[src/hdl/oaht_pkg.sv]
// package for the open addressing hash table: payload structs, codes, constants
// no dependencies
`timescale 1ns / 1ps
package oaht_pkg;
  localparam int CAPACITY_DEF = 256;
  localparam int FILL_W = 9;
  localparam logic [FILL_W-1:0] MAX_FILL_RST = 9'd192;

  localparam logic [1:0] MODE_GET = 2'd0;
  localparam logic [1:0] MODE_SET = 2'd1;
  localparam logic [1:0] MODE_DEL = 2'd2;

  localparam logic [1:0] ST_DONE = 2'd0;
  localparam logic [1:0] ST_MISSING = 2'd1;
  localparam logic [1:0] ST_FULL = 2'd2;

  localparam logic [1:0] SLOT_EMPTY = 2'd0;
  localparam logic [1:0] SLOT_LIVE = 2'd1;
  localparam logic [1:0] SLOT_TOMB = 2'd2;

  typedef struct packed {
    logic [1:0]  mode;
    logic [31:0] key_id;
    logic [31:0] key_hash;
    logic [63:0] value_in;
  } req_t;

  typedef struct packed {
    logic [1:0]  status;
    logic        new_key;
    logic [63:0] value_out;
  } rsp_t;

  typedef enum logic [2:0] {
    BK_IDLE, BK_READ, BK_CHECK, BK_VAL, BK_DONE, BK_CLEAR
  } bk_state_t;
endpackage

[src/hdl/oaht_front.sv]
// front: takes commands into a one-deep queue and computes the start slot
// depends on oaht_pkg
`timescale 1ns / 1ps
module oaht_front
  import oaht_pkg::*;
#(
  parameter int CAPACITY = CAPACITY_DEF
) (
  input  logic                        clk,
  input  logic                        rst,
  input  logic                        start,
  input  req_t                        req,
  output logic                        busy,
  output logic                        q_valid,
  output req_t                        q_req,
  output logic [$clog2(CAPACITY)-1:0] q_idx,
  input  logic                        q_take
);
  localparam int AW = $clog2(CAPACITY);
  // power-of-two capacity: the start slot is the low hash bits
  assign busy = q_valid;
  always_ff @(posedge clk) begin
    if (rst) begin
      q_valid <= 1'b0;
    end else if (start && !busy) begin
      q_valid <= 1'b1;
    end else if (q_take) begin
      q_valid <= 1'b0;
    end
  end
  always_ff @(posedge clk) begin
    if (start && !busy) begin
      q_req <= req;
      q_idx <= req.key_hash[AW-1:0];
    end
  end
endmodule

[config.mk]
export PLATFORM = sky130hd
export DESIGN_NAME = oaht_front
export DESIGN_NICKNAME = d
export VERILOG_FILES = /design/src/hdl/oaht_pkg.sv /design/src/hdl/oaht_front.sv
export SDC_FILE = /design/constraint.sdc
export NUM_CORES = 1
export LEC_CHECK = 0
export ABC_AREA = 1
export BUFFER_PORTS_ARGS = -buffer_cell sky130_fd_sc_hd__buf_2
export CAP_MARGIN = 10
export CORE_MARGIN = 4
export CORE_UTILIZATION = 42
export CTS_BUF_LIST = sky130_fd_sc_hd__clkbuf_4
export CTS_CLUSTER_SIZE = 24
export DETAILED_ROUTE_END_ITERATION = 16
export GPL_ROUTABILITY_DRIVEN = 0
export PLACE_DENSITY = 0.81
export SETUP_SLACK_MARGIN = 0.1
export SKIP_CTS_REPAIR_TIMING = 1
export SKIP_LAST_GASP = 1
export SLEW_MARGIN = 20
export SYNTH_ARGS = -nofsm -noshare
export SYNTH_HDL_FRONTEND = slang
export SYNTH_SLANG_ARGS = --single-unit
[constraint.sdc]
create_clock -name clk -period 5.5 [get_ports clk]
set_clock_uncertainty 0.2 [all_clocks]
set_input_delay 1.1 -clock clk [delete_from_list [all_inputs] [get_ports clk]]
set_output_delay 1.1 -clock clk [all_outputs]
set_load 0.005 [all_outputs]
* Yosys cells after proc, flatten, opt, wreduce, memory -nomap -nowiden
Cells that the tools add are included.
Cells by class: reductions and logical operators 3, mux-type cells 2
Operators by type and width (count):
- $mux 1 | 2
- $reduce_bool 2->1 | 1
- $logic_and 1x1->1 | 1
- $logic_not 1->1 | 1
Word-level totals: word-level logic and storage cells 11, bits in registers 139

* Longest topological paths before layout
depth in word-level cells 3, mapped depth 3, depth with buffers taken out 3

* Least setup slack after synthesis
No wires, ideal clock.
path type input to register, start input port start, end register q_req[0] (netlist name), enable pin, stages on the path 2, data required time 4.817 ns, slack 1.152 ns, library setup time 0.483 ns, path buffers 0, data arrival time 3.665 ns, cells stage by stage nand2_2 > inv_1
Between the ends: longest elaborated chain between the ends 1
Ends and longest elaborated chain:
- start: declaration | line oaht_front.sv:11 | input logic start,
- $logic_and 1x1->1 | line oaht_front.sv:32 | if (start && !busy) begin
- end signal: assignment | line oaht_front.sv:33 | q_req <= req;
- end: declaration | line oaht_front.sv:15 | output req_t q_req,
No other way between the ends. A chain may end at the register's enable or synchronous reset.

* Final worst setup path
start input port start, end register q_req[71] (netlist name), enable pin
The elaborated chain is that of the path after synthesis.

==> flow_metrics.tcl <==
set metrics [dict create \
    status "finished clean" \
    die-height_um 106 \
    p_sw_share_pct 20.1 \
    fp.dieW_um 106 \
    power_frac_clock_pct 37.2 \
    grt_overflow 0 \
    synth_top_area_cell "edfxtp_1" \
    power.switching_uw 426 \
    max-slew-margin-rel_pct 57.2 \
    syn_inst 146 \
    ys_seq_elements 131 \
    post_synth_num_cell_types 7 \
    min_path_type "reg -> reg" \
    dpl.cell_count 541 \
    drtIter0Drc 104 \
    cap_viol_max_count 0 \
    syn_to_final_growth_pct 45.7 \
    fin_cells 571 \
    combPwrFrac_pct 6.9 \
    final-setup-viol-count 0 \
    path_class "in -> reg" \
    synth_edf_count 130 \
    drive_gt1_share_pct 69.5 \
    synth_mux_area_share_pct 0 \
    synth_nets 280 \
    cts_tree "built" \
    fin_nets 565 \
    wl_per_cell_um 16.6 \
    grt_pass1_vias 2704 \
    rsz0062_at_grt "no" \
    grt_pass1_wl_um 13900 \
    clockRootBuffer "clkbuf_4" \
    cp-start-kind "primary input" \
    fp-row-count 35 \
    synth-xor-area-share_pct 0 \
    final_util_pct 63.1 \
    grt_start_max_net_pins 56 \
    cts.sinks 131 \
    arrival_ns 2.31 \
    cpMaxStageDelayCell "buf_4" \
    avgSynthCellArea_um2 27.5 \
    finalHoldViolCount 0 \
    synthTopCellsByArea "edfxtp_1 (97%), buf_4 (1.7%), dfxtp_1 (0.50%)" \
    cp_cell_sequence "buf_2 -> nand2_2 -> inv_4 -> buf_4" \
    wl_um 9490 \
    start_util_pct 43.3 \
    r2r_cells 4 \
    dieArea_um2 11200 \
    required_ns 5.42 \
    synth_fa_ha_area_share_pct 0 \
    netlist_area_um2 4020 \
    vias 2495 \
    h-tree-depth 4 \
    yosysSeqAreaShare_pct 97.6 \
    power.internal_mw 1.69 \
    min_period_ns 2.38 \
    fillCellCount 714 \
    synthArstFlopShare_pct 0 \
    p_per_area_nw_per_um2 361 \
    clock_path_buffers 2 \
    portBuffers 273 \
    first_pass_iters 4 \
    crit_fanout 55 \
    cts.clk_slew.worst_paths_ns 0.10 \
    vdd_drop_max_v 0.000178 \
    tns_ns 0 \
    clk_latency_ns 0.47 \
    antenna_found_initial 1 \
    max_freq_ghz 0.420 \
    num_io_pins 274 \
    leakagePower_nw 2.54 \
    yosys.area_share.simple_pct 0.249 \
    avgViaCountPerCell 4.37 \
    core-area_um2 9280 \
    drv_slew 0 \
    seq_power_share_pct 55.9 \
    ant_nets 0 \
    cpPeakStageDelay_ns 0.54 \
    ys.flop_type "edfxtp_1" \
    grt_usage_pct 16.9 \
    timing.final.crit_share_pct 43.3 \
    numCtsBuffers 17 \
    synth_compound_area_share_pct 0.218 \
    yosysMostFrequentCell "edfxtp_1" \
    cp-end-kind "register" \
    synth_top_family_by_area "buffers and inverters" \
    num_antenna_cells 0 \
    worst_slew_pin_slew_ns 0.642 \
    drcViolationCount 0 \
    worstHoldPathCells 2 \
    yosysTopAreaCellShare_pct 97.1 \
    ys_top_cells_by_count "edfxtp_1 (130), buf_4 (9), inv_1 (3)" \
    yosysWarnings 0 \
]
==> worst paths after layout <==
path,startpoint,end,slack (ns)
max reg2reg,busy$_SDFFE_PP0P_,q_req[71]$_DFFE_PP_,3.41
max,start,q_req[71]$_DFFE_PP_,3.12
min,busy$_SDFFE_PP0P_,busy$_SDFFE_PP0P_,0.33
min reg2reg,busy$_SDFFE_PP0P_,busy$_SDFFE_PP0P_,0.33
==> per-layer routing <==
layer	global-route usage (%)	share of wire (%)	up-vias
met3	9.86	13	15
li1	-	-	1145
met2	30.9	55	168
met5	0	0.21	-
met4	6.66	1.8	2
met1	14.8	30	1165
==> registers in the layout, indices dropped and copies added (netlist names) <==
signal and count:
q_req 130, busy 1
==> critical path, delay by kind of cell <==
kind	cells	cell delay (ns)
AND/OR/NAND/NOR	1	0.07
buffers and inverters	3	1.10
==> power groups by stage <==
stage / registers, mW / clock network [mW] / logic (mW)
2_1_floorplan: 1.22 / 0 / 0.0264
3_5_place_dp: 1.21 / 0 / 0.150
4_1_cts: 1.19 / 0.812 / 0.150
5_1_grt: 1.19 / 0.859 / 0.161
6_report: 1.18 / 0.787 / 0.146
3_3_place_gp: 1.21 / 0 / 0.145
==> placed cells by master (no fill, tap or decap) <==
| cell | Yosys | final |
|---|---|---|
| a21oi_2 | 1 | 1 |
| clkinv_1 | 0 | 1 |
| edfxtp_1 | 130 | 130 |
| clkinvlp_4 | 0 | 2 |
| dfxtp_1 | 1 | 1 |
| buf_2 | 0 | 273 |
| inv_4 | 0 | 1 |
| bufinv_16 | 0 | 6 |
| clkinv_4 | 0 | 3 |
| buf_4 | 9 | 2 |
| inv_6 | 0 | 1 |
| clkbuf_4 | 0 | 17 |
| inv_1 | 3 | 2 |
| nand2_2 | 1 | 1 |
| nand2_1 | 1 | 1 |
==> through the flow <==
stage	area (µm²)	worst slack, ns	total power [mW]	hold WS [ns]
global route	5860	3.05	2.21	0.359
detailed placement	5500	2.59	1.36	0.320
CTS	5860	3.09	2.15	0.337
floorplan	4020	1.15	1.25	0.291
finish	5860	3.12	2.12	0.333
global placement	5500	2.66	1.35	0.282
==> area by class of cell <==
| cell class | count | area (µm²) | area share, % |
|---|---|---|---|
| Clock buffer | 17 | 128 | 2.18 |
| Clock inverter | 13 | 234 | 3.99 |
| Inverter | 3 | 13.8 | 0.235 |
| Multi-Input combinational cell | 3 | 18.8 | 0.320 |
| Sequential cell | 131 | 3920 | 67.0 |
| Tap cell | 129 | 161 | 2.75 |
| Timing Repair Buffer | 275 | 1380 | 23.6 |
==> cells by family after synthesis <==
kind of cell / Yosys count
DFF: 131
buffers and inverters: 12
and+or+nand+nor: 2
AOI/OAI and AO/OA: 1
Power figures use the tool's default switching activity.
